### config.mk
export PLATFORM = sky130hd
export DESIGN_NAME = sterm_estimate
export DESIGN_NICKNAME = d
export VERILOG_FILES = /design/src/rtl/sterm_pkg.sv /design/src/rtl/sterm_estimate.sv
export SDC_FILE = /design/constraint.sdc
export NUM_CORES = 2
export LEC_CHECK = 0
export BUFFER_PORTS_ARGS = -buffer_cell sky130_fd_sc_hd__buf_4
export CORE_UTILIZATION = 50
export CTS_CLUSTER_SIZE = 8
export DETAILED_ROUTE_END_ITERATION = 10
export PLACE_DENSITY_LB_ADDON = 0.1
export SYNTH_ARGS = -nofsm -noshare
export SYNTH_HDL_FRONTEND = slang
export SYNTH_SLANG_ARGS = --single-unit
### constraint.sdc
create_clock -name clk -period 8.6 [get_ports clk]
set_input_delay 0.43 -clock clk [delete_from_list [all_inputs] [get_ports clk]]
set_output_delay 0.43 -clock clk [all_outputs]
set_load 0.05 [all_outputs]
### src/rtl/sterm_pkg.sv
// types, constants and tables for the solar term date pipeline
`timescale 1ns / 1ps
`default_nettype none
package sterm_pkg;

  localparam int YEAR_W   = 14;
  localparam int TERM_W   = 5;
  localparam int MONTH_W  = 4;
  localparam int DAY_W    = 5;
  localparam int IN_W     = 24;
  localparam int OUT_W    = 32;
  localparam int OUT_PAD  = OUT_W - (YEAR_W + MONTH_W + DAY_W + TERM_W);

  localparam int TMM_W    = 29;
  localparam int X1_W     = 33;
  localparam int QDAY_W   = 13;
  localparam int DN_W     = 23;
  localparam int QCYC_W   = 6;
  localparam int SC_W     = 30;
  localparam int EY_W     = 15;
  localparam int REM_W    = 16;
  localparam int QM_W     = 4;
  localparam int REM2_W   = 12;
  localparam int Q100_W   = 8;
  localparam int Q400_W   = 6;
  localparam int DIFF_W   = 25;
  localparam int DB_W     = 9;

  // time base in thousandths of a minute
  localparam longint unsigned MMIN_PER_DAY   = 64'd1440000;
  localparam longint unsigned EPOCH_MMIN     = 64'd693966 * 64'd1440000 + 64'd125000;
  localparam longint unsigned MEAN_YEAR_MMIN = 64'd525948768;
  localparam longint unsigned BASE_YEAR      = 64'd1900;
  localparam longint unsigned MMIN_PER_MIN   = 64'd1000;
  localparam longint unsigned YEAR_DAYS      = MEAN_YEAR_MMIN / MMIN_PER_DAY;
  localparam longint unsigned YEAR_FRAC_MMIN = MEAN_YEAR_MMIN % MMIN_PER_DAY;
  localparam longint unsigned BIAS_MMIN      = EPOCH_MMIN - MEAN_YEAR_MMIN * BASE_YEAR;

  localparam int              DAY_SHIFT      = 8;
  localparam longint unsigned DAY_ODD        = MMIN_PER_DAY >> DAY_SHIFT;

  localparam longint unsigned CYCLE_DAYS     = 64'd146097;
  localparam longint unsigned SCALED_YEAR    = 64'd36524;
  localparam longint unsigned SCALED_MONTH   = 64'd3044;
  localparam longint unsigned DAY_SCALE      = 64'd100;
  localparam longint unsigned CENTURY        = 64'd100;
  localparam longint unsigned QUAD_CENTURY   = 64'd400;

  // reciprocals: shift = dividend bits + divisor bits gives exact floor
  localparam int              RCP_DAY_SH  = (X1_W - DAY_SHIFT) + 13;
  localparam int              RCP_DAY_W   = 26;
  localparam longint unsigned RCP_DAY     = ((64'd1 << RCP_DAY_SH) + DAY_ODD - 1) / DAY_ODD;

  localparam int              RCP_CYC_SH  = DN_W + 18;
  localparam int              RCP_CYC_W   = 24;
  localparam longint unsigned RCP_CYC     =
    ((64'd1 << RCP_CYC_SH) + CYCLE_DAYS - 1) / CYCLE_DAYS;

  localparam int              RCP_YR_SH   = SC_W + 16;
  localparam int              RCP_YR_W    = 31;
  localparam longint unsigned RCP_YR      =
    ((64'd1 << RCP_YR_SH) + SCALED_YEAR - 1) / SCALED_YEAR;

  localparam int              RCP_MON_SH  = REM_W + 12;
  localparam int              RCP_MON_W   = 17;
  localparam longint unsigned RCP_MON     =
    ((64'd1 << RCP_MON_SH) + SCALED_MONTH - 1) / SCALED_MONTH;

  localparam int              RCP_DS_SH   = REM2_W + 7;
  localparam int              RCP_DS_W    = 13;
  localparam longint unsigned RCP_DS      = ((64'd1 << RCP_DS_SH) + DAY_SCALE - 1) / DAY_SCALE;

  localparam int              RCP_C_SH    = EY_W + 7;
  localparam int              RCP_C_W     = 16;
  localparam longint unsigned RCP_C       = ((64'd1 << RCP_C_SH) + CENTURY - 1) / CENTURY;

  localparam int              RCP_Q_SH    = EY_W + 9;
  localparam int              RCP_Q_W     = 16;
  localparam longint unsigned RCP_Q       =
    ((64'd1 << RCP_Q_SH) + QUAD_CENTURY - 1) / QUAD_CENTURY;

  localparam logic [MONTH_W-1:0] JANUARY  = 4'd1;
  localparam logic [MONTH_W-1:0] FEBRUARY = 4'd2;
  localparam logic [MONTH_W-1:0] DECEMBER = 4'd12;

  typedef struct packed {
    logic [YEAR_W-1:0] year;
    logic [TERM_W-1:0] term;
  } sterm_in_t;

  typedef struct packed {
    logic [DN_W-1:0]   dn;
    logic [TERM_W-1:0] term;
  } sterm_dn_t;

  typedef struct packed {
    logic [EY_W-1:0]    y;
    logic [MONTH_W-1:0] m;
    logic [DAY_W-1:0]   d;
    logic [Q100_W-1:0]  y100;
    logic [Q400_W-1:0]  y400;
    logic [DN_W-1:0]    dn;
    logic [TERM_W-1:0]  term;
  } sterm_est_t;

  typedef struct packed {
    logic [YEAR_W-1:0]  year;
    logic [MONTH_W-1:0] month;
    logic [DAY_W-1:0]   day;
    logic [TERM_W-1:0]  term;
  } sterm_out_t;

  // term offset from minor cold, indices past winter solstice saturate
  function automatic logic [TMM_W-1:0] term_mmin(input logic [TERM_W-1:0] idx);
    logic [18:0] mins;
    case (idx)
      5'd0:    mins = 19'd0;
      5'd1:    mins = 19'd21208;
      5'd2:    mins = 19'd42467;
      5'd3:    mins = 19'd63836;
      5'd4:    mins = 19'd85337;
      5'd5:    mins = 19'd107014;
      5'd6:    mins = 19'd128867;
      5'd7:    mins = 19'd150921;
      5'd8:    mins = 19'd173149;
      5'd9:    mins = 19'd195551;
      5'd10:   mins = 19'd218072;
      5'd11:   mins = 19'd240693;
      5'd12:   mins = 19'd263343;
      5'd13:   mins = 19'd285989;
      5'd14:   mins = 19'd308563;
      5'd15:   mins = 19'd331033;
      5'd16:   mins = 19'd353350;
      5'd17:   mins = 19'd375494;
      5'd18:   mins = 19'd397447;
      5'd19:   mins = 19'd419210;
      5'd20:   mins = 19'd440795;
      5'd21:   mins = 19'd462224;
      5'd22:   mins = 19'd483532;
      default: mins = 19'd504758;
    endcase
    return TMM_W'(mins) * TMM_W'(MMIN_PER_MIN);
  endfunction

  function automatic logic [DB_W-1:0] days_before(input logic [MONTH_W-1:0] m);
    logic [DB_W-1:0] db;
    case (m)
      4'd1:    db = 9'd0;
      4'd2:    db = 9'd31;
      4'd3:    db = 9'd59;
      4'd4:    db = 9'd90;
      4'd5:    db = 9'd120;
      4'd6:    db = 9'd151;
      4'd7:    db = 9'd181;
      4'd8:    db = 9'd212;
      4'd9:    db = 9'd243;
      4'd10:   db = 9'd273;
      4'd11:   db = 9'd304;
      4'd12:   db = 9'd334;
      default: db = 9'd0;
    endcase
    return db;
  endfunction

  function automatic logic [DAY_W-1:0] month_len(input logic [MONTH_W-1:0] m,
                                                 input logic leap);
    logic [DAY_W-1:0] len;
    case (m)
      4'd2:    len = leap ? 5'd29 : 5'd28;
      4'd4:    len = 5'd30;
      4'd6:    len = 5'd30;
      4'd9:    len = 5'd30;
      4'd11:   len = 5'd30;
      default: len = 5'd31;
    endcase
    return len;
  endfunction

endpackage
`default_nettype wire

### src/rtl/sterm_estimate.sv
// seven-stage estimate of year, month and day from a day number
`timescale 1ns / 1ps
`default_nettype none
module sterm_estimate (
  input  wire                    clk,
  input  wire                    rst_n,
  input  wire                    en,
  input  wire                    vld_i,
  input  sterm_pkg::sterm_dn_t   data_i,
  output logic                   vld_o,
  output sterm_pkg::sterm_est_t  data_o
);
  import sterm_pkg::*;

  localparam int NST  = 7;
  localparam int P1_W = DN_W + RCP_CYC_W;
  localparam int P3_W = SC_W + RCP_YR_W;
  localparam int P4_W = EY_W + RCP_C_W;
  localparam int P5_W = REM_W + RCP_MON_W;
  localparam int P7_W = REM2_W + RCP_DS_W;

  logic [NST-1:0]      vld_r;
  sterm_dn_t           tag_r [NST];

  logic [P1_W-1:0]     p1;
  logic [QCYC_W-1:0]   q1_r;
  logic [SC_W-1:0]     sc2_r;
  logic [SC_W-1:0]     sc2_nxt;
  logic [P3_W-1:0]     p3;
  logic [EY_W-1:0]     y3_r;
  logic [SC_W-1:0]     sc3_r;
  logic [REM_W-1:0]    rem4_nxt;
  logic [P4_W-1:0]     p4c;
  logic [P4_W-1:0]     p4q;
  logic [REM_W-1:0]    rem4_r;
  logic [EY_W-1:0]     y4_r;
  logic [Q100_W-1:0]   y100_4_r;
  logic [Q400_W-1:0]   y400_4_r;
  logic [P5_W-1:0]     p5;
  logic [QM_W-1:0]     qm5_r;
  logic [REM_W-1:0]    rem5_r;
  logic [EY_W-1:0]     y5_r;
  logic [Q100_W-1:0]   y100_5_r;
  logic [Q400_W-1:0]   y400_5_r;
  logic [REM2_W-1:0]   rem6_nxt;
  logic [REM2_W-1:0]   rem6_r;
  logic [QM_W-1:0]     qm6_r;
  logic [EY_W-1:0]     y6_r;
  logic [Q100_W-1:0]   y100_6_r;
  logic [Q400_W-1:0]   y400_6_r;
  logic [P7_W-1:0]     p7;
  logic [EY_W-1:0]     y7_r;
  logic [MONTH_W-1:0]  m7_r;
  logic [DAY_W-1:0]    d7_r;
  logic [Q100_W-1:0]   y100_7_r;
  logic [Q400_W-1:0]   y400_7_r;

  assign p1       = P1_W'(data_i.dn) * P1_W'(RCP_CYC);
  assign sc2_nxt  = SC_W'(tag_r[0].dn - DN_W'(q1_r)) * SC_W'(DAY_SCALE);
  assign p3       = P3_W'(sc2_r) * P3_W'(RCP_YR);
  assign rem4_nxt = REM_W'(sc3_r - SC_W'(y3_r) * SC_W'(SCALED_YEAR));
  assign p4c      = P4_W'(y3_r) * P4_W'(RCP_C);
  assign p4q      = P4_W'(y3_r) * P4_W'(RCP_Q);
  assign p5       = P5_W'(rem4_r) * P5_W'(RCP_MON);
  assign rem6_nxt = REM2_W'(rem5_r - REM_W'(qm5_r) * REM_W'(SCALED_MONTH));
  assign p7       = P7_W'(rem6_r) * P7_W'(RCP_DS);

  always_ff @(posedge clk) begin
    if (!rst_n) begin
      vld_r <= '0;
    end else if (en) begin
      vld_r <= {vld_r[NST-2:0], vld_i};
    end
  end

  always_ff @(posedge clk) begin
    if (en) begin
      tag_r[0] <= data_i;
      for (int i = 1; i < NST; i++) begin
        tag_r[i] <= tag_r[i-1];
      end
      q1_r     <= p1[RCP_CYC_SH +: QCYC_W];
      sc2_r    <= sc2_nxt;
      y3_r     <= p3[RCP_YR_SH +: EY_W];
      sc3_r    <= sc2_r;
      rem4_r   <= rem4_nxt;
      y4_r     <= y3_r;
      y100_4_r <= p4c[RCP_C_SH +: Q100_W];
      y400_4_r <= p4q[RCP_Q_SH +: Q400_W];
      qm5_r    <= p5[RCP_MON_SH +: QM_W];
      rem5_r   <= rem4_r;
      y5_r     <= y4_r;
      y100_5_r <= y100_4_r;
      y400_5_r <= y400_4_r;
      rem6_r   <= rem6_nxt;
      qm6_r    <= qm5_r;
      y6_r     <= y5_r;
      y100_6_r <= y100_5_r;
      y400_6_r <= y400_5_r;
      y7_r     <= y6_r;
      m7_r     <= qm6_r + MONTH_W'(1);
      d7_r     <= DAY_W'(p7[RCP_DS_SH +: DAY_W]) + DAY_W'(1);
      y100_7_r <= y100_6_r;
      y400_7_r <= y400_6_r;
    end
  end

  assign vld_o       = vld_r[NST-1];
  assign data_o.y    = y7_r;
  assign data_o.m    = m7_r;
  assign data_o.d    = d7_r;
  assign data_o.y100 = y100_7_r;
  assign data_o.y400 = y400_7_r;
  assign data_o.dn   = tag_r[NST-1].dn;
  assign data_o.term = tag_r[NST-1].term;

endmodule
`default_nettype wire

==> out/results.ini <==
[run_status]
status=finished clean

[synthesis]
synth.area.mux_share_pct=0.2858
yosysWarnings=0
synthArstFlopShare_pct=0
ys_types=66
synthTopCellsByArea=fa_1 31%, ha_1 25%, edfxtp_1 24%, inv_1 9.3%, xnor2_1 1.8%
synth-adder-area-share_pct=55.81
syn-cell-area_um2=49470
yosysTopAreaCell=fa_1
syn_area_per_cell_um2=11.86
seq_area_frac_synth_pct=24.68
synth_commonest_cells=1,224 x inv_1, 994 x ha_1, 758 x fa_1
ys_seq_elements=409
synthCells=4170
synth_top_cell_area_share_pct=30.67
synth_edf_count=402
synth_xor_area_share_pct=2.582
synth_flop_cell=edfxtp_1
syn_nets=5954
synth_top_family_by_area=adder cells
synth-simple-area-share_pct=3.032
synth_compound_area_share_pct=4.198
yosysMostFrequentCell=inv_1

[run]
drv_cap=0

[cts]
clk_pin_slew_ns=0.07
ctsHoldBuffers=5
cts_inserted_buffers=60
post_cts_buffers=0
cts_tree=yes
clockRootBuffer=clkbuf_16
cts_buffer_depth=3
cts_resized=0
htreeDepth=2
clock_latency_ns=0.62
cts_sinks=409

[timing]
slew_headroom_pct=29.63
period_needed_ns=7.444
fmax_mhz=134.3
setup_violations=0
fin_ws_ns=1.156
fin_skew_ns=0.01949
finalSetupTns_ns=0
final_max_slew_viol_count=0
hold_violations=0
period_share_pct=86.56
worst_pin_slew_ns=1.052
grt_setup_unrepaired=false

[final_layout]
area_delta_synth_final_pct=8.472
fin_nets=6116
diodes=0
design_area_um2=53670
drive_gt1_share_pct=4.404
fillCellCount=8525

[grt]
grtUsageTotal_pct=22.36
grt_pass1_vias=30309
grt_pass1_wl_um=169600
antenna_found_initial=0
gr-total-overflow=0
grt_max_degree=103

[critical_path]
crit_arrival_ns=7.80
crit_family=adder cells
startpoint_type=flip-flop
path_cells=fa_1, ha_1, fa_1, fa_1, inv_1, fa_1, inv_1, fa_1, inv_1, fa_1, inv_1, ha_1, a211oi_1, o211ai_1, a221oi_1, o31a_1, a21oi_1, o21ai_0, a21boi_0, o41ai_1, xnor2_1
cp_data_required_time_ns=8.96
critPathBufInv=4
cpMaxStageDelayCell=fa_1
worst-path-max-fanout=9
worst-setup-path-type=reg -> reg
crit_top_cell=fa_1
max_stage_delay_ns=0.83
critical_path.endpoint_type=flip-flop

[route]
drt_iter0_drc=1393
viasPerCell=5.041
wl_per_cell_um=18.92
routed_wl_um=106800
vias=28465
drt_pass1_iterations=6
ant_nets=0
drc=0

[placed_design]
gp_congestion=0.9391
io_buffers=98
dp_slack_ns=1.124
dp_hpwl_um=92380
place_area_um2=51820

[floorplan]
core-area_um2=98280
fp.dieH_um=316.6
std_cell_rows=115
die-area_um2=100200
die_w_um=316.6
ios=99
initial_core_util_pct=50.34

[worst_hold_path]
hold_path_class=in -> reg

-- cell usage in the layout, fill, tap and decap left out, drive strengths merged, types with 31 or more instances in the layout --
master and count:
nand3 36, a21o 57, inv 1224, nor2 70, buf 105, nand2 54, nor3 31, fa 758
xnor2 103, ha 994, clkbuf 78, o21ai 62, xor2 42, edfxtp 402, a21oi 84
-- sequential cells by signal, indices dropped and copies added, names as in the netlist, 5 cells and up --
| register | flops |
|---|---|
| y6_r | 15 |
| y3_r | 15 |
| tag_r | 196 |
| sc3_r | 14 |
| y7_r | 15 |
| y100_7_r | 8 |
| y100_4_r | 8 |
| rem5_r | 10 |
| q1_r | 6 |
| y100_6_r | 8 |
| d7_r | 5 |
| sc2_r | 28 |
| y4_r | 15 |
| rem4_r | 14 |
| vld_r | 7 |
| y100_5_r | 8 |
| y5_r | 15 |
| rem6_r | 10 |
-- cell type report --
type / count / area [um^2] / area share (%)
inverters: 1224 / 4594 / 8.561
well taps: 1287 / 1610 / 3.001
clock buffers: 78 / 1579 / 2.942
flip-flops and latches: 409 / 12210 / 22.75
repair buffers: 110 / 845.8 / 1.576
clock inverters: 12 / 217.7 / 0.4057
multi-input cells: 2527 / 32610 / 60.76
-- path summary, 6_finish.rpt --
kind,cells past startpoint,slack [ns],end,start
worst max-delay path,21,1.16,y3_r[11],sc2_r[9]
worst min-delay path,1,0.06,tag_r[0][24],data_i[24]
worst max register to register,21,1.16,y3_r[11],sc2_r[9]
worst min register to register,0,0.41,y100_6_r[5],y100_5_r[5]
-- stage by stage --
step / hold slack, ns / utilization (%) / cells
5_1_grt: 0.03663 / 54.61 / 5647
3_3_place_gp: 0.4002 / 52.73 / 5552
4_1_cts: 0.02717 / 54.61 / 5647
6_report: 0.06467 / 54.61 / 5647
3_5_place_dp: 0.4045 / 52.73 / 5552
2_1_floorplan: 0.4003 / - / 4170
-- layer usage --
metal  global-route usage (%)  wire (um)  vias to the layer above
li1                         -          -                    13654
met1                    30.75      48360                    14215
met2                    37.39      51530                      461
met3                    3.277       4444                      135
met4                    5.179       2505                        0
met5                        0          0                        -
-- cell families (layout without fill, tap and decap cells) --
kind of cell	count (synthesis)	count (layout)
buf+inv	1234	1424
mux	14	14
compound gates	318	318
simple gates	298	298
fa+ha+maj	1752	1752
flops	409	409
xor+xnor	145	145
Power is not shown: default switching activity piles up to over one toggle a cycle in this logic, so the estimate is an artifact.
