===== src/rtl/sterm_pkg.sv =====
// types, constants and tables for the solar term date pipeline
`timescale 1ns / 1ps
`default_nettype none
package sterm_pkg;

  localparam int YEAR_W   = 14;
  localparam int TERM_W   = 5;
  localparam int MONTH_W  = 4;
  localparam int DAY_W    = 5;
  localparam int IN_W     = 24;
  localparam int OUT_W    = 32;
  localparam int OUT_PAD  = OUT_W - (YEAR_W + MONTH_W + DAY_W + TERM_W);

  localparam int TMM_W    = 29;
  localparam int X1_W     = 33;
  localparam int QDAY_W   = 13;
  localparam int DN_W     = 23;
  localparam int QCYC_W   = 6;
  localparam int SC_W     = 30;
  localparam int EY_W     = 15;
  localparam int REM_W    = 16;
  localparam int QM_W     = 4;
  localparam int REM2_W   = 12;
  localparam int Q100_W   = 8;
  localparam int Q400_W   = 6;
  localparam int DIFF_W   = 25;
  localparam int DB_W     = 9;

  // time base in thousandths of a minute
  localparam longint unsigned MMIN_PER_DAY   = 64'd1440000;
  localparam longint unsigned EPOCH_MMIN     = 64'd693966 * 64'd1440000 + 64'd125000;
  localparam longint unsigned MEAN_YEAR_MMIN = 64'd525948768;
  localparam longint unsigned BASE_YEAR      = 64'd1900;
  localparam longint unsigned MMIN_PER_MIN   = 64'd1000;
  localparam longint unsigned YEAR_DAYS      = MEAN_YEAR_MMIN / MMIN_PER_DAY;
  localparam longint unsigned YEAR_FRAC_MMIN = MEAN_YEAR_MMIN % MMIN_PER_DAY;
  localparam longint unsigned BIAS_MMIN      = EPOCH_MMIN - MEAN_YEAR_MMIN * BASE_YEAR;

  localparam int              DAY_SHIFT      = 8;
  localparam longint unsigned DAY_ODD        = MMIN_PER_DAY >> DAY_SHIFT;

  localparam longint unsigned CYCLE_DAYS     = 64'd146097;
  localparam longint unsigned SCALED_YEAR    = 64'd36524;
  localparam longint unsigned SCALED_MONTH   = 64'd3044;
  localparam longint unsigned DAY_SCALE      = 64'd100;
  localparam longint unsigned CENTURY        = 64'd100;
  localparam longint unsigned QUAD_CENTURY   = 64'd400;

  // reciprocals: shift = dividend bits + divisor bits gives exact floor
  localparam int              RCP_DAY_SH  = (X1_W - DAY_SHIFT) + 13;
  localparam int              RCP_DAY_W   = 26;
  localparam longint unsigned RCP_DAY     = ((64'd1 << RCP_DAY_SH) + DAY_ODD - 1) / DAY_ODD;

  localparam int              RCP_CYC_SH  = DN_W + 18;
  localparam int              RCP_CYC_W   = 24;
  localparam longint unsigned RCP_CYC     =
    ((64'd1 << RCP_CYC_SH) + CYCLE_DAYS - 1) / CYCLE_DAYS;

  localparam int              RCP_YR_SH   = SC_W + 16;
  localparam int              RCP_YR_W    = 31;
  localparam longint unsigned RCP_YR      =
    ((64'd1 << RCP_YR_SH) + SCALED_YEAR - 1) / SCALED_YEAR;

  localparam int              RCP_MON_SH  = REM_W + 12;
  localparam int              RCP_MON_W   = 17;
  localparam longint unsigned RCP_MON     =
    ((64'd1 << RCP_MON_SH) + SCALED_MONTH - 1) / SCALED_MONTH;

  localparam int              RCP_DS_SH   = REM2_W + 7;
  localparam int              RCP_DS_W    = 13;
  localparam longint unsigned RCP_DS      = ((64'd1 << RCP_DS_SH) + DAY_SCALE - 1) / DAY_SCALE;

  localparam int              RCP_C_SH    = EY_W + 7;
  localparam int              RCP_C_W     = 16;
  localparam longint unsigned RCP_C       = ((64'd1 << RCP_C_SH) + CENTURY - 1) / CENTURY;

  localparam int              RCP_Q_SH    = EY_W + 9;
  localparam int              RCP_Q_W     = 16;
  localparam longint unsigned RCP_Q       =
    ((64'd1 << RCP_Q_SH) + QUAD_CENTURY - 1) / QUAD_CENTURY;

  localparam logic [MONTH_W-1:0] JANUARY  = 4'd1;
  localparam logic [MONTH_W-1:0] FEBRUARY = 4'd2;
  localparam logic [MONTH_W-1:0] DECEMBER = 4'd12;

  typedef struct packed {
    logic [YEAR_W-1:0] year;
    logic [TERM_W-1:0] term;
  } sterm_in_t;

  typedef struct packed {
    logic [DN_W-1:0]   dn;
    logic [TERM_W-1:0] term;
  } sterm_dn_t;

  typedef struct packed {
    logic [EY_W-1:0]    y;
    logic [MONTH_W-1:0] m;
    logic [DAY_W-1:0]   d;
    logic [Q100_W-1:0]  y100;
    logic [Q400_W-1:0]  y400;
    logic [DN_W-1:0]    dn;
    logic [TERM_W-1:0]  term;
  } sterm_est_t;

  typedef struct packed {
    logic [YEAR_W-1:0]  year;
    logic [MONTH_W-1:0] month;
    logic [DAY_W-1:0]   day;
    logic [TERM_W-1:0]  term;
  } sterm_out_t;

  // term offset from minor cold, indices past winter solstice saturate
  function automatic logic [TMM_W-1:0] term_mmin(input logic [TERM_W-1:0] idx);
    logic [18:0] mins;
    case (idx)
      5'd0:    mins = 19'd0;
      5'd1:    mins = 19'd21208;
      5'd2:    mins = 19'd42467;
      5'd3:    mins = 19'd63836;
      5'd4:    mins = 19'd85337;
      5'd5:    mins = 19'd107014;
      5'd6:    mins = 19'd128867;
      5'd7:    mins = 19'd150921;
      5'd8:    mins = 19'd173149;
      5'd9:    mins = 19'd195551;
      5'd10:   mins = 19'd218072;
      5'd11:   mins = 19'd240693;
      5'd12:   mins = 19'd263343;
      5'd13:   mins = 19'd285989;
      5'd14:   mins = 19'd308563;
      5'd15:   mins = 19'd331033;
      5'd16:   mins = 19'd353350;
      5'd17:   mins = 19'd375494;
      5'd18:   mins = 19'd397447;
      5'd19:   mins = 19'd419210;
      5'd20:   mins = 19'd440795;
      5'd21:   mins = 19'd462224;
      5'd22:   mins = 19'd483532;
      default: mins = 19'd504758;
    endcase
    return TMM_W'(mins) * TMM_W'(MMIN_PER_MIN);
  endfunction

  function automatic logic [DB_W-1:0] days_before(input logic [MONTH_W-1:0] m);
    logic [DB_W-1:0] db;
    case (m)
      4'd1:    db = 9'd0;
      4'd2:    db = 9'd31;
      4'd3:    db = 9'd59;
      4'd4:    db = 9'd90;
      4'd5:    db = 9'd120;
      4'd6:    db = 9'd151;
      4'd7:    db = 9'd181;
      4'd8:    db = 9'd212;
      4'd9:    db = 9'd243;
      4'd10:   db = 9'd273;
      4'd11:   db = 9'd304;
      4'd12:   db = 9'd334;
      default: db = 9'd0;
    endcase
    return db;
  endfunction

  function automatic logic [DAY_W-1:0] month_len(input logic [MONTH_W-1:0] m,
                                                 input logic leap);
    logic [DAY_W-1:0] len;
    case (m)
      4'd2:    len = leap ? 5'd29 : 5'd28;
      4'd4:    len = 5'd30;
      4'd6:    len = 5'd30;
      4'd9:    len = 5'd30;
      4'd11:   len = 5'd30;
      default: len = 5'd31;
    endcase
    return len;
  endfunction

endpackage
`default_nettype wire


===== src/rtl/sterm_adjust.sv =====
// three-stage day error check and one-month correction, last stage is the output register
`timescale 1ns / 1ps
`default_nettype none
module sterm_adjust (
  input  wire                    clk,
  input  wire                    rst_n,
  input  wire                    en,
  input  wire                    vld_i,
  input  sterm_pkg::sterm_est_t  data_i,
  output logic                   vld_o,
  output sterm_pkg::sterm_out_t  data_o
);
  import sterm_pkg::*;

  logic [2:0]                vld_r;
  sterm_est_t                e1_r;
  sterm_est_t                e2_r;
  logic                      leap1_r;
  logic                      leap1_nxt;
  logic                      leap2_r;
  logic [EY_W-1:0]           yc100;
  logic [EY_W-1:0]           yc400;
  logic [DIFF_W-1:0]         base1_r;
  logic [DIFF_W-1:0]         base1_nxt;
  logic signed [DIFF_W-1:0]  diff2_r;
  logic signed [DIFF_W-1:0]  diff2_nxt;

  logic signed [DIFF_W-1:0]  ds;
  logic signed [DIFF_W-1:0]  bdiff;
  logic signed [DIFF_W-1:0]  plen;
  logic signed [DIFF_W-1:0]  d_back;
  logic signed [DIFF_W-1:0]  df;
  logic signed [DIFF_W-1:0]  clen;
  logic signed [DIFF_W-1:0]  d_fwd;
  logic                      go_back;
  logic                      spill;
  logic [MONTH_W-1:0]        m_prev;
  logic [MONTH_W-1:0]        m_next;
  sterm_out_t                res_nxt;
  sterm_out_t                res_r;

  assign yc100     = EY_W'(data_i.y100) * EY_W'(CENTURY);
  assign yc400     = EY_W'(data_i.y400) * EY_W'(QUAD_CENTURY);
  assign leap1_nxt = ((data_i.y[1:0] == 2'b00) && (data_i.y != yc100))
                   || (data_i.y == yc400);
  assign base1_nxt = DIFF_W'(data_i.y) * DIFF_W'(YEAR_DAYS) + DIFF_W'(data_i.y >> 2)
                   - DIFF_W'(data_i.y100) + DIFF_W'(data_i.y400);

  // estimated date minus the day number, in days
  assign diff2_nxt = base1_r + DIFF_W'(days_before(e1_r.m)) + DIFF_W'(e1_r.d)
                   - DIFF_W'(leap1_r && (e1_r.m <= FEBRUARY)) - DIFF_W'(e1_r.dn);

  assign ds      = DIFF_W'(e2_r.d);
  assign go_back = (diff2_r > 0) && (diff2_r >= ds);
  assign m_prev  = (e2_r.m == JANUARY) ? DECEMBER : e2_r.m - MONTH_W'(1);
  assign m_next  = (e2_r.m == DECEMBER) ? JANUARY : e2_r.m + MONTH_W'(1);
  assign bdiff   = diff2_r - ds;
  assign plen    = DIFF_W'(month_len(m_prev, leap2_r));
  assign d_back  = plen - bdiff;
  assign df      = ds - diff2_r;
  assign clen    = DIFF_W'(month_len(e2_r.m, leap2_r));
  assign spill   = df > clen;
  assign d_fwd   = spill ? df - clen : df;

  always_comb begin
    res_nxt.term = e2_r.term;
    if (go_back) begin
      res_nxt.month = m_prev;
      res_nxt.day   = d_back[DAY_W-1:0];
      if (e2_r.m == JANUARY) begin
        res_nxt.year = YEAR_W'(e2_r.y - EY_W'(1));
      end else begin
        res_nxt.year = e2_r.y[YEAR_W-1:0];
      end
    end else begin
      res_nxt.day = d_fwd[DAY_W-1:0];
      if (spill) begin
        res_nxt.month = m_next;
      end else begin
        res_nxt.month = e2_r.m;
      end
      if (spill && (e2_r.m == DECEMBER)) begin
        res_nxt.year = YEAR_W'(e2_r.y + EY_W'(1));
      end else begin
        res_nxt.year = e2_r.y[YEAR_W-1:0];
      end
    end
  end

  always_ff @(posedge clk) begin
    if (!rst_n) begin
      vld_r <= '0;
    end else if (en) begin
      vld_r <= {vld_r[1:0], vld_i};
    end
  end

  always_ff @(posedge clk) begin
    if (en) begin
      e1_r    <= data_i;
      leap1_r <= leap1_nxt;
      base1_r <= base1_nxt;
      e2_r    <= e1_r;
      leap2_r <= leap1_r;
      diff2_r <= diff2_nxt;
      res_r   <= res_nxt;
    end
  end

  assign vld_o  = vld_r[2];
  assign data_o = res_r;

endmodule
`default_nettype wire


===== config.mk =====
export PLATFORM = sky130hd
export DESIGN_NAME = sterm_adjust
export DESIGN_NICKNAME = d
export VERILOG_FILES = /design/src/rtl/sterm_pkg.sv /design/src/rtl/sterm_adjust.sv
export SDC_FILE = /design/constraint.sdc
export NUM_CORES = 1
export LEC_CHECK = 0
export ABC_CLOCK_PERIOD_IN_PS = 7910
export BUFFER_PORTS_ARGS = -buffer_cell sky130_fd_sc_hd__buf_2
export CAP_MARGIN = 20
export CORE_UTILIZATION = 63
export DETAILED_ROUTE_END_ITERATION = 12
export GPL_ROUTABILITY_DRIVEN = 0
export PLACE_DENSITY = 0.82
export SLEW_MARGIN = 15
export SYNTH_ARGS = -nofsm -noshare
export SYNTH_HDL_FRONTEND = slang
export SYNTH_SLANG_ARGS = --single-unit

===== constraint.sdc =====
create_clock -name clk -period 7.91 [get_ports clk]
set_input_delay 1.1865 -clock clk [delete_from_list [all_inputs] [get_ports clk]]
set_output_delay 1.1865 -clock clk [all_outputs]
set_load 0.005 [all_outputs]

==> reports/qor.txt <==
CRITICAL PATH
--------------------------------------------------------------------------------------
Crit end category                                                            flip-flop
Chain of cells forming the critical path                                  buf_2 > inv_1 > ha_1 > inv_1 > fa_1 > fa_1 > inv_1 > fa_1 > inv_1 > fa_1 > ha_1 > a21o_1 > a21o_1 > a21oi_1 > nor3_1 > o21ai_0 > a21oi_1 > o31ai_1 > or4b_2 > o311ai_0
Largest fanout on the critical path                                                 10
CP Launch Type                                                               input pin
Worst EP required                                                              8.13 ns
Minimum setup slack among reg-to-reg paths                                     2.98 ns
Maximum cell stage delay along the critical path                               0.62 ns
Library cell contributing the largest single delay on the critical path   sky130_fd_sc_hd__or4b_2
Setup CP Type                                                             input pin to flip-flop
Data arrival time at the worst-slack endpoint                                  6.62 ns

GRT
--------------------------------------------------------------------------------------
Number of global-route vias before repair                                        10777
Total global routing overflow                                                        0
Largest net degree at the start of global routing                                  107
Number of antenna violations at the first check in global routing                    0
Global-route wire length before repair                                        51200 um
Global routing usage summed across all routing layers                            26.4%

CLOCK TREE
--------------------------------------------------------------------------------------
Total number of clock tree sinks                                                   171
# hold bufs at CTS                                                                   0
Clock slew at the register clock pins of the worst setup and hold paths        0.08 ns
Number of buffers inserted by post-CTS setup repair                                  0
Max Buffers Root-to-Sink                                                             2
H-Tree Level Count                                                                   4
CTS-repair resized insts                                                             0
Root buffer cell                                                          sky130_fd_sc_hd__clkbuf_16
Number of buffers added by the clock tree synthesis step                            17
TritonCTS clock tree                                                              done
Clk_lat worst skew                                                             0.43 ns

FINAL LAYOUT
--------------------------------------------------------------------------------------
FF+latch area                                                                5010 um^2
Area of combinational cells with multiple inputs                             9140 um^2
Number of nets in the layout                                                      1947
Number of inserted filler cells in the final layout                               1584
Layout Area Growth over Synthesis                                                9.66%
Core occupancy in the finished layout                                            71.0%
Share of layout cells above drive strength 1                                     10.5%

FLOORPLAN
--------------------------------------------------------------------------------------
Initial Util                                                                     64.7%
Die W                                                                           158 um
Number of cell rows                                                                 56
DIE AREA                                                                    24900 um^2
Core Footprint                                                              23600 um^2
I/O Pins                                                                            99
Vertical die dimension                                                          158 um

DETAILED ROUTING
--------------------------------------------------------------------------------------
Drt total wl                                                                  30600 um
Antenna-violating nets left                                                          0
First-pass iteration count of the detailed router                                    5
DR vias/cell                                                                      5.65
Starting DRT DRC Count                                                             665
Average wire per cell in the routed design                                     16.6 um
Final routed DRC violation total                                                     0
Total via count in the routed design                                             10446

PLACEMENT
--------------------------------------------------------------------------------------
Count of buffers inserted at the top-level ports                                    98
DP HPWL                                                                       24200 um

PWR
--------------------------------------------------------------------------------------
Areal power density over the cells                                         417 nW/um^2
Standby leakage power                                                          7.92 nW
Final total power                                                              6.98 mW
Largest vdd supply drop                                                     0.000254 V

STA
--------------------------------------------------------------------------------------
Fin. Hold Viols                                                                      0
Worst-case headroom to the max-slew limit                                        36.7%
Fmax                                                                         0.156 GHz
Final critical-path share of the clock period                                    80.8%
RSZ-0062 raised after global routing                                                no
Worst hold slack across all endpoints                                         0.420 ns
Setup violation total in the final timing report                                     0
Post-route minimum period                                                      6.39 ns
Post-route clock skew                                                        0.0172 ns
Slew @ Worst Pin                                                              0.950 ns
Max-slew violations                                                                  0
Sum of negative setup slack                                                       0 ns

LOGIC SYNTHESIS
--------------------------------------------------------------------------------------
Mean instance size in the synthesized netlist                                10.9 um^2
Post-synthesis sequential area ratio                                             32.8%
Number of enable-type register cells in the synthesized netlist                    159
Post-synthesis async set-or-reset flop share                                        0%
Summed instance area of the synthesized netlist                             15300 um^2
Number of distinct library cells after synthesis                                    77
Number of synthesized register bits                                                171
Yosys warning total                                                                  0
Number of instances in the synthesized netlist                                    1408
Primary FF master, synth                                                  sky130_fd_sc_hd__edfxtp_1
Syn Nets                                                                          1839

OUTCOME
--------------------------------------------------------------------------------------
Status                                                                    finished clean

FLOW RUN
--------------------------------------------------------------------------------------
Number of maximum-capacitance violations                                             0

HOLD PATH
--------------------------------------------------------------------------------------
Worst hold-check path type                                                flip-flop to flip-flop

cells by family (layout without fill, tap and decap cells):
logic type	count (synthesis)	count (layout)	synth area share (%)
xor+xnor	98	98	5.62
simple gates	249	249	8.60
fa+ha+maj	361	361	34.9
mux	13	13	0.876
other cells	0	1	0
buf+inv	297	418	7.35
flops	171	171	32.8
compound gates	219	219	9.87
path summary, 6_finish.rpt:
path,end,start,cells past startpoint
hold reg to reg,e2_r[1],e1_r[1],0
setup reg to reg,diff2_r[23],e1_r[50],18
setup / recovery,base1_r[23],data_i[58],20
hold / removal,e2_r[1],e1_r[1],0
power breakdown:
part           internal (mW)  switching [mW]
clock network          0.454           0.391
logic                   2.01            2.51
registers               1.47           0.147
state kept, by name, indices dropped and copies added, names as in the netlist, named ones only:
register  cells
data_o       28
ds            5
diff2_r      25
e1_r         51
e2_r         23
leap1_r       1
base1_r      25
leap2_r       1
vld_r         3
metrics by stage:
stage	setup WS (ns)	std cells	cell area [um^2]
final	1.52	1849	16800
after global routing	1.19	1848	16800
after floorplan	1.88	1408	15300
after global placement	1.32	1816	16100
after detailed placement	1.14	1816	16100
after CTS	1.57	1848	16800
synthesized netlist by cell type, drive strengths merged (11+ instances only):
cell      n  area [um^2]
o21ai    43          215
nand2b   11         68.8
inv     285         1070
fa      108         2160
nand4    13         87.6
nand3    29          145
a21oi    57          293
nand2    43          161
xnor2    75          657
nor2     59          221
xor2     23          201
nor3     28          150
ha      253         3170
nor2b    14         87.6
edfxtp  159         4770
a31oi    12          111
a21o     31          241
and3     14         92.6
dfxtp    12          240
layout make-up:
class / count / share of cell area (%)
Multi-Input combinational cell: 940 / 54.6
Clock inverter: 15 / 1.09
Tap cell: 319 / 2.38
Inverter: 285 / 6.38
Antenna cell: 1 / 0.0149
Timing Repair Buffer: 101 / 3.10
Sequential cell: 171 / 29.9
Clock buffer: 17 / 2.54
layout by cell type, fill, tap and decap left out, types with 7 or more instances in the layout:
cell / instances
sky130_fd_sc_hd__a31oi_1: 9
sky130_fd_sc_hd__nand2b_1: 11
sky130_fd_sc_hd__and3_1: 13
sky130_fd_sc_hd__buf_2: 97
sky130_fd_sc_hd__o211ai_1: 7
sky130_fd_sc_hd__edfxtp_1: 159
sky130_fd_sc_hd__clkbuf_16: 17
sky130_fd_sc_hd__inv_1: 285
sky130_fd_sc_hd__o21ai_0: 39
sky130_fd_sc_hd__or3_1: 7
sky130_fd_sc_hd__ha_1: 253
sky130_fd_sc_hd__a211oi_1: 8
sky130_fd_sc_hd__nor2_1: 59
sky130_fd_sc_hd__o21a_1: 8
sky130_fd_sc_hd__a21oi_1: 55
sky130_fd_sc_hd__xor2_1: 23
sky130_fd_sc_hd__xnor2_1: 75
sky130_fd_sc_hd__nand2_1: 43
sky130_fd_sc_hd__nand4_1: 12
sky130_fd_sc_hd__nor3_1: 26
sky130_fd_sc_hd__mux2i_1: 10
sky130_fd_sc_hd__dfxtp_1: 12
sky130_fd_sc_hd__nor4_1: 8
sky130_fd_sc_hd__a21o_1: 29
sky130_fd_sc_hd__nand3_1: 29
sky130_fd_sc_hd__nor2b_1: 14
sky130_fd_sc_hd__fa_1: 108
critical path, delay by kind of cell:
| family | cells | cell delay, ns |
|---|---|---|
| adders and majority gates | 6 | 2.70 |
| and+or+nand+nor | 2 | 0.73 |
| AOI/OAI and AO/OA | 7 | 1.42 |
| buffers and inverters | 5 | 0.56 |
metal layers:
layer / global-route usage [%] / share of wire [%] / vias up
met5: 0 / 0 / -
met1: 32.7 / 42 / 5086
met4: 7.58 / 1.6 / 0
met3: 4.22 / 4.7 / 40
li1: - / - / 5030
met2: 47.2 / 52 / 290
(Power assumes the default switching activity.)
